### config.mk
export PLATFORM = sky130hd
export DESIGN_NAME = pwl_sequencer
export DESIGN_NICKNAME = d
export VERILOG_FILES = /design/src/sv/pwl_pkg.sv /design/src/sv/pwl_sequencer.sv
export SDC_FILE = /design/constraint.sdc
export NUM_CORES = 1
export LEC_CHECK = 0
export BUFFER_PORTS_ARGS = -buffer_cell sky130_fd_sc_hd__buf_2
export CAP_MARGIN = 30
export CORE_AREA = 5 5 42 44
export DETAILED_ROUTE_END_ITERATION = 16
export DIE_AREA = 0 0 47 49
export PLACE_DENSITY = 0.88
export SETUP_SLACK_MARGIN = 0.4
export SYNTH_ARGS = -nofsm -noshare
export SYNTH_HDL_FRONTEND = slang
export SYNTH_SLANG_ARGS = --single-unit
### constraint.sdc
create_clock -name clk -period 6.4 [get_ports clk]
set_input_delay 1.6 -clock clk [delete_from_list [all_inputs] [get_ports clk]]
set_output_delay 1.6 -clock clk [all_outputs]
set_load 0.05 [all_outputs]
### src/sv/pwl_pkg.sv
// Shared types, codes and sizes for the piecewise linear curve evaluator.
package pwl_pkg;

    // Table size and derived widths
    localparam int MAX_POINTS = 64;
    localparam int ADDR_W     = $clog2(MAX_POINTS);
    localparam int CNT_W      = $clog2(MAX_POINTS + 1);

    // Field widths
    localparam int COUNT_W    = 7;
    localparam int INDEX_W    = 6;
    localparam int VAL_W      = 32;
    localparam int S_TDATA_W  = 104;
    localparam int M_TDATA_W  = 32;
    localparam int STATUS_W   = 2;

    // Divider size: dividend bits, one per iteration
    localparam int DIV_N      = 2 * VAL_W;
    localparam int DIV_CNT_W  = $clog2(DIV_N + 1);

    localparam logic [VAL_W-1:0] ONE_Q16 = 32'h0001_0000;

    // Request kinds
    localparam logic CMD_LOAD = 1'b0;
    localparam logic CMD_EVAL = 1'b1;

    // Result status codes
    localparam logic [STATUS_W-1:0] ST_INTERP = 2'd0;
    localparam logic [STATUS_W-1:0] ST_LOW    = 2'd1;
    localparam logic [STATUS_W-1:0] ST_HIGH   = 2'd2;
    localparam logic [STATUS_W-1:0] ST_EMPTY  = 2'd3;

    // Read address operations
    typedef enum logic [1:0] {
        ADDR_HOLD,
        ADDR_ZERO,
        ADDR_LAST,
        ADDR_INC
    } addr_op_t;

    // Result register operations
    typedef enum logic [2:0] {
        RES_HOLD,
        RES_ONE,
        RES_RD_LOW,
        RES_RD_HIGH,
        RES_Y0_MID,
        RES_QUOT
    } res_op_t;

    // Arithmetic operations
    typedef enum logic [2:0] {
        CALC_NONE,
        CALC_DIFF,
        CALC_MUL,
        CALC_ROUND,
        CALC_DIV_START
    } calc_op_t;

    // Datapath controls from one control word
    typedef struct packed {
        logic     in_ready;
        addr_op_t addr_op;
        logic     pair_shift;
        logic     flag_sample;
        res_op_t  res_op;
        calc_op_t calc_op;
        logic     emit;
    } dp_ctrl_t;

    // Datapath flags tested by jumps
    typedef struct packed {
        logic eval_accept;
        logic empty;
        logic le_first;
        logic ge_last;
        logic scan_on;
        logic not_found;
        logic zero_width;
        logic div_busy;
        logic out_full;
    } dp_flags_t;

endpackage

### src/sv/pwl_sequencer.sv
// Microprogram ROM, step counter and jump logic.
module pwl_sequencer (
    input  logic                clk,
    input  logic                rst_n,
    input  pwl_pkg::dp_flags_t  flags,
    output pwl_pkg::dp_ctrl_t   ctrl
);
    import pwl_pkg::*;

    typedef logic [3:0] step_t;

    typedef enum logic [3:0] {
        COND_NEVER,
        COND_ALWAYS,
        COND_IDLE_WAIT,
        COND_EMPTY,
        COND_LE_FIRST,
        COND_GE_LAST,
        COND_SCAN_ON,
        COND_NOT_FOUND,
        COND_ZERO_WIDTH,
        COND_DIV_BUSY,
        COND_OUT_FULL
    } cond_t;

    typedef struct packed {
        dp_ctrl_t ctrl;
        cond_t    cond;
        step_t    target;
    } uword_t;

    // Program steps
    localparam step_t S_IDLE      = 4'd0;
    localparam step_t S_EMPTY     = 4'd1;
    localparam step_t S_LOW       = 4'd2;
    localparam step_t S_HIGH      = 4'd3;
    localparam step_t S_PRIME     = 4'd4;
    localparam step_t S_SCAN      = 4'd5;
    localparam step_t S_DECIDE    = 4'd6;
    localparam step_t S_DIFF      = 4'd7;
    localparam step_t S_MUL       = 4'd8;
    localparam step_t S_ROUND     = 4'd9;
    localparam step_t S_DIV_START = 4'd10;
    localparam step_t S_DIV_WAIT  = 4'd11;
    localparam step_t S_EMIT      = 4'd12;
    localparam step_t S_RETURN    = 4'd13;

    function automatic uword_t mk(logic rdy, addr_op_t ao, logic sh, logic fs,
                                  res_op_t ro, calc_op_t co, logic em,
                                  cond_t cd, step_t tg);
        uword_t w;
        w.ctrl.in_ready    = rdy;
        w.ctrl.addr_op     = ao;
        w.ctrl.pair_shift  = sh;
        w.ctrl.flag_sample = fs;
        w.ctrl.res_op      = ro;
        w.ctrl.calc_op     = co;
        w.ctrl.emit        = em;
        w.cond             = cd;
        w.target           = tg;
        return w;
    endfunction

    // Control store: every op runs each cycle, jumps pick the next step
    function automatic uword_t ucode(step_t s);
        uword_t w;
        case (s)
            S_IDLE:      w = mk(1'b1, ADDR_ZERO, 1'b0, 1'b0, RES_HOLD, CALC_NONE, 1'b0,
                                COND_IDLE_WAIT, S_IDLE);
            S_EMPTY:     w = mk(1'b0, ADDR_LAST, 1'b0, 1'b0, RES_ONE, CALC_NONE, 1'b0,
                                COND_EMPTY, S_EMIT);
            S_LOW:       w = mk(1'b0, ADDR_ZERO, 1'b0, 1'b0, RES_RD_LOW, CALC_NONE, 1'b0,
                                COND_LE_FIRST, S_EMIT);
            S_HIGH:      w = mk(1'b0, ADDR_INC, 1'b0, 1'b0, RES_RD_HIGH, CALC_NONE, 1'b0,
                                COND_GE_LAST, S_EMIT);
            S_PRIME:     w = mk(1'b0, ADDR_INC, 1'b1, 1'b0, RES_HOLD, CALC_NONE, 1'b0,
                                COND_NEVER, S_IDLE);
            S_SCAN:      w = mk(1'b0, ADDR_INC, 1'b1, 1'b1, RES_HOLD, CALC_NONE, 1'b0,
                                COND_SCAN_ON, S_SCAN);
            S_DECIDE:    w = mk(1'b0, ADDR_HOLD, 1'b0, 1'b0, RES_HOLD, CALC_NONE, 1'b0,
                                COND_NOT_FOUND, S_EMIT);
            S_DIFF:      w = mk(1'b0, ADDR_HOLD, 1'b0, 1'b0, RES_Y0_MID, CALC_DIFF, 1'b0,
                                COND_ZERO_WIDTH, S_EMIT);
            S_MUL:       w = mk(1'b0, ADDR_HOLD, 1'b0, 1'b0, RES_HOLD, CALC_MUL, 1'b0,
                                COND_NEVER, S_IDLE);
            S_ROUND:     w = mk(1'b0, ADDR_HOLD, 1'b0, 1'b0, RES_HOLD, CALC_ROUND, 1'b0,
                                COND_NEVER, S_IDLE);
            S_DIV_START: w = mk(1'b0, ADDR_HOLD, 1'b0, 1'b0, RES_HOLD, CALC_DIV_START, 1'b0,
                                COND_NEVER, S_IDLE);
            S_DIV_WAIT:  w = mk(1'b0, ADDR_HOLD, 1'b0, 1'b0, RES_QUOT, CALC_NONE, 1'b0,
                                COND_DIV_BUSY, S_DIV_WAIT);
            S_EMIT:      w = mk(1'b0, ADDR_HOLD, 1'b0, 1'b0, RES_HOLD, CALC_NONE, 1'b1,
                                COND_OUT_FULL, S_EMIT);
            S_RETURN:    w = mk(1'b0, ADDR_ZERO, 1'b0, 1'b0, RES_HOLD, CALC_NONE, 1'b0,
                                COND_ALWAYS, S_IDLE);
            default:     w = mk(1'b0, ADDR_ZERO, 1'b0, 1'b0, RES_HOLD, CALC_NONE, 1'b0,
                                COND_ALWAYS, S_IDLE);
        endcase
        return w;
    endfunction

    step_t  pc_reg;
    step_t  pc_next;
    uword_t uw;
    logic   jump;

    assign uw   = ucode(pc_reg);
    assign ctrl = uw.ctrl;

    // Evaluate the jump condition
    always_comb
    begin
        case (uw.cond)
            COND_NEVER:      jump = 1'b0;
            COND_ALWAYS:     jump = 1'b1;
            COND_IDLE_WAIT:  jump = !flags.eval_accept;
            COND_EMPTY:      jump = flags.empty;
            COND_LE_FIRST:   jump = flags.le_first;
            COND_GE_LAST:    jump = flags.ge_last;
            COND_SCAN_ON:    jump = flags.scan_on;
            COND_NOT_FOUND:  jump = flags.not_found;
            COND_ZERO_WIDTH: jump = flags.zero_width;
            COND_DIV_BUSY:   jump = flags.div_busy;
            COND_OUT_FULL:   jump = flags.out_full;
            default:         jump = 1'b1;
        endcase
        pc_next = jump ? uw.target : pc_reg + 1'b1;
    end

    // Advance the step counter
    always_ff @(posedge clk or negedge rst_n)
    begin
        if (!rst_n)
            pc_reg <= S_IDLE;
        else
            pc_reg <= pc_next;
    end

endmodule

==> results of run 1 <==
-- per-stage QoR --
stage | area (um2) | cells | hold slack [ns] | setup slack (ns)
3_5_place_dp | 774.5 | 119 | 0.6919 | 3.288
3_3_place_gp | 774.5 | 119 | 0.6751 | 3.307
4_1_cts | 797.0 | 122 | 0.6963 | 3.030
6_report | 797.0 | 122 | 0.6856 | 3.036
5_1_grt | 797.0 | 122 | 0.7484 | 2.873
2_1_floorplan | 671.9 | 86 | 0.5784 | 2.634
-- routing by layer --
| layer | up-vias | global-route usage (%) |
|---|---|---|
| met5 | - | 0 |
| met3 | 2 | 3.690 |
| met2 | 27 | 22.17 |
| met1 | 297 | 21.88 |
| li1 | 353 | - |
| met4 | 0 | 6.452 |
-- logic make-up after synthesis --
family                     Yosys count  share of synthesized area [%]
DFF                                  4                          14.90
buffers and inverters               11                          7.448
AOI/OAI and AO/OA                   18                          19.93
and+or+nand+nor                     35                          26.07
xor gates and xnor gates             1                          1.304
muxes                                9                          15.46
adders and majority gates            8                          14.90
-- cells in the final DEF (no fill, tap or decap), types with 4 or more instances in the layout --
cell	n
buf_2	22
nand2_1	12
ha_1	8
mux2i_1	7
inv_1	6
nor2_1	6
nand3_1	5
a21oi_1	5
dfrtp_1	4
-- final cells by class --
class / count / area [um2] / share of cell area (%)
clock buffer: 3 / 22.52 / 2.826
inverter: 6 / 22.52 / 2.826
multi-input combinational: 71 / 521.8 / 65.46
sequential: 4 / 100.1 / 12.56
tap: 16 / 20.02 / 2.512
timing repair buffer: 22 / 110.1 / 13.81
-- worst max-delay path by stage --
stage / cells after the start / slack [ns] / start / endpoint
global route: 6 / 2.87 / pc_reg[1] / ctrl[9]
global placement: 6 / 3.31 / pc_reg[0] / ctrl[9]
CTS: 6 / 3.03 / pc_reg[0] / ctrl[9]
finish: 6 / 3.04 / pc_reg[0] / ctrl[9]
floorplan: 4 / 2.63 / pc_reg[3] / ctrl[9]
detailed placement: 6 / 3.29 / pc_reg[0] / ctrl[9]
-- worst max-delay path, stage by stage, from the launching register on --
cell and delay [ns]:
dfrtp_1 0.51, inv_1 0.15, ha_1 0.27, nand2_1 0.07
o211ai_1 0.12, o31ai_1 0.10, buf_2 0.31
==> summary.txt, run 1 <==
Number of flip-flops under the largest register name - 4
Type of the setup path with the least slack - register to primary output
Routed via count divided by cell count - 5.566
Start point of the worst min-delay path - pc_reg[0]
Register clock-pin slew on the reported worst setup and hold paths - 0.04 ns
Ports - 23
CTS buffer count - 3
Worst hold path class - register to register
Overall track demand over capacity in global routing - 15.57%
Highest metal layer with signal wires - met4
Fill cell instance count of the final layout - 131
Outcome - finished, final reports clean
Number of instances in the synthesized netlist - 86
Cell count of the worst reg-to-reg path - 8
Width of the chip - 47 um
EDFF count, synth - 0
Floorplan die area - 2303 um2
Share of cells above drive strength 1 - 26.42%
Antenna viol nets, final - 0
Largest net degree at the start of global routing - 31
Post-CTS setup buffers - 0
Final worst path period share - 52.56%
Launching point of the worst reg2reg path - pc_reg[0]
Worst min-delay path endpoint - pc_reg[0]
Quantity of I/O buffers inserted on ports - 22
Synthesized net count - 105
Most frequent cells after synthesis - 12 x nand2_1, 8 x ha_1, 7 x mux2i_1
Biggest area consumer among synthesized cells - dfrtp_1
Total count of hold-check failures in the final report - 0
Achievable Freq - 297.3 MHz
RD Place Congestion - 0.8254
Cell types with the largest area share after synthesis - dfrtp_1 15%, ha_1 15%, mux2i_1 10%
Number of hold buffers added after CTS - 0
Ant. Diodes - 0
Hold-critical path depth - 1
H-tree Lvls - 1
Reg-to-reg endpoint - pc_reg[3]
Arrival time at the worst endpoint - 1.76 ns
CP Launch Type - register
Required time worst endpoint - 4.80 ns
Period minus WS final - 3.364 ns
Final routed DRC violation total - 0
Dominant synthesized flop cell - dfrtp_1
Number of nets in the layout - 127
Proportion of register bits with asynchronous set or reset after synthesis - 100.0%
Routed length on met2 - 716 um
Worst Max-Slew Pin Slew - 0.8293 ns
Final slew viol count - 0
Chip height - 49 um
Cell area after technology mapping - 671.9 um2
Post-route core utilization - 56.88%
Post-synthesis cell type count - 33
Share of Yosys cell area claimed by the top area cell type - 14.90%
Number of instances resized during post-cts repair - 0
Synth-to-layout area growth - 18.62%
DPL Wire Length - 1.295 mm
Unrepaired setup endpoints after global routing - no
Met1 routed wirelength after detailed routing - 745 um
TritonCTS clock tree - done
Initial core utilization - 47.95%
Portion of the post-synthesis area used by sequential elements - 14.90%
Reg-to-reg setup timing slack - 3.66 ns
CTS Root Buffer Type - clkbuf_4
Ys Warns - 0
Crit path capture type - primary output
Highest fanout seen on the critical path - 9
Num Clock Sinks - 4
Via total after detailed routing - 679
Site Rows - 14
Number of global-route vias before repair - 647
Worst slew margin relative to its limit - 44.71%
First-pass GRT wire length - 2.746 mm
Number of optimization iterations in the first detailed-route pass - 4
Worst Skew - 0.0009260 ns
Count of routing violations after the opening detailed-route iteration - 9
Max capacitance violation total - 0
Initial antenna violation count - 0
WL met3 - 146 um
Post-Synthesis Mean Instance Area - 7.813 um2
Final wirelength - 1.616 mm
Area of the core region - 1401 um2
Worst-Skew Late Latency - 0.23 ns
Setup-violating endpoint count in the final report - 0
Aggregate global routing overflow - 0
Detailed-route wire length per cell - 13.25 um
Flop and latch count out of synthesis - 4
Setup tns final - 0 ns
Maximum clock insertion buffer count - 2
Most frequent cell after synthesis - nand2_1
Power of run 1 is not shown: default switching activity piles up to over one toggle a cycle in this logic, so the estimate is an artifact.
==> run 2: changes to the inputs <==
--- a/config.mk
+++ b/config.mk
@@ -5,12 +5,13 @@
 export SDC_FILE = /design/constraint.sdc
 export NUM_CORES = 1
 export LEC_CHECK = 0
+export ABC_AREA = 1
 export BUFFER_PORTS_ARGS = -buffer_cell sky130_fd_sc_hd__buf_2
 export CAP_MARGIN = 30
-export CORE_AREA = 5 5 42 44
+export CORE_MARGIN = 5
+export CORE_UTILIZATION = 52
 export DETAILED_ROUTE_END_ITERATION = 16
-export DIE_AREA = 0 0 47 49
-export PLACE_DENSITY = 0.88
+export PLACE_DENSITY = 0.87
 export SETUP_SLACK_MARGIN = 0.4
 export SYNTH_ARGS = -nofsm -noshare
 export SYNTH_HDL_FRONTEND = slang
==> constraint.sdc (replaced) <==
create_clock -name clk -period 3.1 [get_ports clk]
set_input_delay 0.775 -clock clk [delete_from_list [all_inputs] [get_ports clk]]
set_output_delay 0.775 -clock clk [all_outputs]
set_load 0.05 [all_outputs]
==> run 2 against run 1 <==
Clock skew up 0.0053 ns. Final cell count up 39%. Routed wire length up 29%. Via count up 32%. Worst hold slack worse by 0.35 ns.
==> summary.txt, run 2 <==
Compound-gate portion of the synthesized area - 5.942% (-14 points)
Number of instances resized during post-cts repair - 0 (unchanged)
Worst Max-Slew Pin Slew - 0.6235 ns (-0.2059 ns)
TritonCTS clock tree - done
Final slew viol count - 0 (unchanged)
Outcome - finished, final reports clean
Most frequent cell after synthesis - nand2_1
Largest net degree at the start of global routing - 19 (-39%)
Antenna viol nets, final - 0 (unchanged)
Proportion of register bits with asynchronous set or reset after synthesis - 100.0% (unchanged)
CP Launch Type - register
Arrival time at the worst endpoint - 1.76 ns (about the same)
Fill cell instance count of the final layout - 153 (+17%)
Area fraction in and, or, nand and nor cells after synthesis - 57.10% (+31 points)
DPL Wire Length - 1.739 mm (+34%)
Number of global-route vias before repair - 823 (+27%)
Chip height - 50.75 um (+3.6%)
Ys Warns - 0 (unchanged)
Xor-xnor portion of the synthesized cell area - 1.014% (-0.29 points)
Quantity of I/O buffers inserted on ports - 22 (unchanged)
Most frequent cells after synthesis - 37 x nand2_1, 16 x inv_1, 11 x nand3_1
Post-Synthesis Mean Instance Area - 6.590 um2 (-16%)
Ant. Diodes - 0 (unchanged)
Worst hold path class - primary input to async pin
Post-route core utilization - 63.72% (+6.8 points)
Worst slew margin relative to its limit - 58.43% (+14 points)
Highest fanout seen on the critical path - 8 (-1)
Worst Skew - 0.006197 ns (+0.005271 ns)
Cell types with the largest area share after synthesis - nand2_1 16%, dfrtp_1 12%, ha_1 12%
Final worst path period share - 81.62%
Register clock-pin slew on the reported worst setup and hold paths - 0.04 ns (about the same)
Area of the core region - 1541 um2 (+10%)
Number of cells after detailed placement - 166 (+39%)
Cell area after technology mapping - 863.3 um2 (+28%)
Initial core utilization - 56.01% (+8.1 points)
Synth-to-layout area growth - 13.77%
Max capacitance violation total - 0 (unchanged)
Most common cell after layout, fill and taps aside - nand2_1
Reg-to-reg setup timing slack - 1.00 ns (-2.66 ns)
Number of flip-flops under the largest register name - 4 (unchanged)
Initial antenna violation count - 0 (unchanged)
RD Place Congestion - 0.8667 (+5.0%)
Non-filler cells in the finished layout - 169 (+39%)
Overall track demand over capacity in global routing - 16.81% (+1.2 points)
Flop and latch count out of synthesis - 4 (unchanged)
Share of Yosys cell area claimed by the top area cell type - 16.09% (+1.2 points)
Type of the setup path with the least slack - register to primary output
Crit path capture type - primary output
Setup-violating endpoint count in the final report - 0 (unchanged)
Routed via count divided by cell count - 5.284 (-5.1%)
Worst path most repeated cell - inv_1
Slowest stage cell on the critical path - dfrtp_1
Number of nets in the layout - 174 (+37%)
Dominant combinational cell family by area after synthesis - simple AND/OR/NAND/NOR gates
Adder and majority gate portion of the synthesized area - 11.59% (-3.3 points)
Required time worst endpoint - 2.32 ns (-2.48 ns)
Number of optimization iterations in the first detailed-route pass - 4 (unchanged)
Post-CTS setup buffers - 0 (unchanged)
Most frequent cells in the layout - 37 x nand2_1, 22 x buf_2, 16 x inv_1, 11 x nand3_1, 9 x nor2_1
Launching point of the worst reg2reg path - pc_reg[1]
Cell count of the worst reg-to-reg path - 14 (+6)
Launch point of the worst path - pc_reg[1]
Floorplan die area - 2575 um2 (+12%)
Number of instances in the synthesized netlist - 131 (+52%)
Unrepaired setup endpoints after global routing - no
Critical Path, Cell by Cell - inv_1, ha_1, inv_1, nand3_1, o21ai_1, buf_2
Total count of hold-check failures in the final report - 0 (unchanged)
Num Clock Sinks - 4 (unchanged)
Synthesized net count - 150 (+43%)
Worst-Skew Late Latency - 0.24 ns (about the same)
Period minus WS final - 2.530 ns
Ports - 23 (unchanged)
Detailed-route wire length per cell - 12.31 um (-7.1%)
Setup tns final - 0 ns (unchanged)
Count of routing violations after the opening detailed-route iteration - 22 (+13)
H-tree Lvls - 1 (unchanged)
Portion of netlist area occupied by mux cells - 0% (-15 points)
Site Rows - 14 (unchanged)
Dominant synthesized flop cell - dfrtp_1
Width of the chip - 50.75 um (+8.0%)
Final routed DRC violation total - 0 (unchanged)
Via total after detailed routing - 893 (+32%)
Achievable Freq - 395.2 MHz
EDFF count, synth - 0 (unchanged)
CTS buffer count - 3 (unchanged)
CTS Root Buffer Type - clkbuf_4
Reg-to-reg endpoint - pc_reg[3]
Portion of the post-synthesis area used by sequential elements - 11.59% (-3.3 points)
Post-synthesis cell type count - 22 (-33%)
Number of hold buffers added after CTS - 0 (unchanged)
First-pass GRT wire length - 3.505 mm (+28%)
Biggest area consumer among synthesized cells - nand2_1
Share of cells above drive strength 1 - 34.64% (+8.2 points)
Largest stage delay, worst path - 0.47 ns (-0.04 ns)
Maximum clock insertion buffer count - 2 (unchanged)
Aggregate global routing overflow - 0 (unchanged)
Post-route setup slack - 0.5697 ns (-2.467 ns)
Final wirelength - 2.080 mm (+29%)
Worst-case setup slack after placement - 0.8240 ns (-2.464 ns)
run 2: through the flow:
stage | hold slack [ns] | area, um2
4_1_cts | 0.3295 | 982.2
6_report | 0.3339 | 982.2
3_5_place_dp | 0.5834 | 959.7
2_1_floorplan | 0.4794 | 863.3
5_1_grt | 0.3265 | 982.2
3_3_place_gp | 0.5782 | 959.7
run 2: per-layer routing:
layer | share of wire [%] | global-route usage (%)
met1 | 44 | 22.57
met5 | 0 | 0
met4 | 0 | 5.106
met2 | 52 | 27.89
met3 | 4.5 | 1.775
run 2: area by class of cell:
cell class                      instances  area [um2]  area share, %
Clock buffer                            3       22.52          2.293
Timing Repair Buffer                   22       110.1          11.21
Tap cell                               16       20.02          2.038
Multi-Input combinational cell        105       653.1          66.50
Inverter                               19       76.32          7.771
Sequential cell                         4       100.1          10.19
run 2: logic make-up after synthesis:
kind of cell / count (synthesis)
DFF: 4
buffers and inverters: 22
adders and majority gates: 8
xor gates and xnor gates: 1
AOI/OAI and AO/OA: 9
and+or+nand+nor: 87
run 2: how the worst max path moves through the flow:
stage / end / slack, ns / cells past startpoint
detailed placement: ctrl[9] / 0.82 / 6
CTS: ctrl[9] / 0.57 / 6
floorplan: ctrl[11] / 0.47 / 4
global placement: ctrl[9] / 0.87 / 6
finish: ctrl[9] / 0.57 / 6
global route: ctrl[9] / 0.41 / 6
run 2: critical path, delay by kind of cell (launching register included):
| kind | cells | cell delay, ns |
|---|---|---|
| buffers and inverters | 3 | 0.51 |
| flip-flops | 1 | 0.47 |
| adder cells (fa/ha/maj) | 1 | 0.26 |
| AND/OR/NAND/NOR | 1 | 0.15 |
| AO/OA/AOI/OAI | 1 | 0.14 |
Power of run 2 is left out for the same reason.
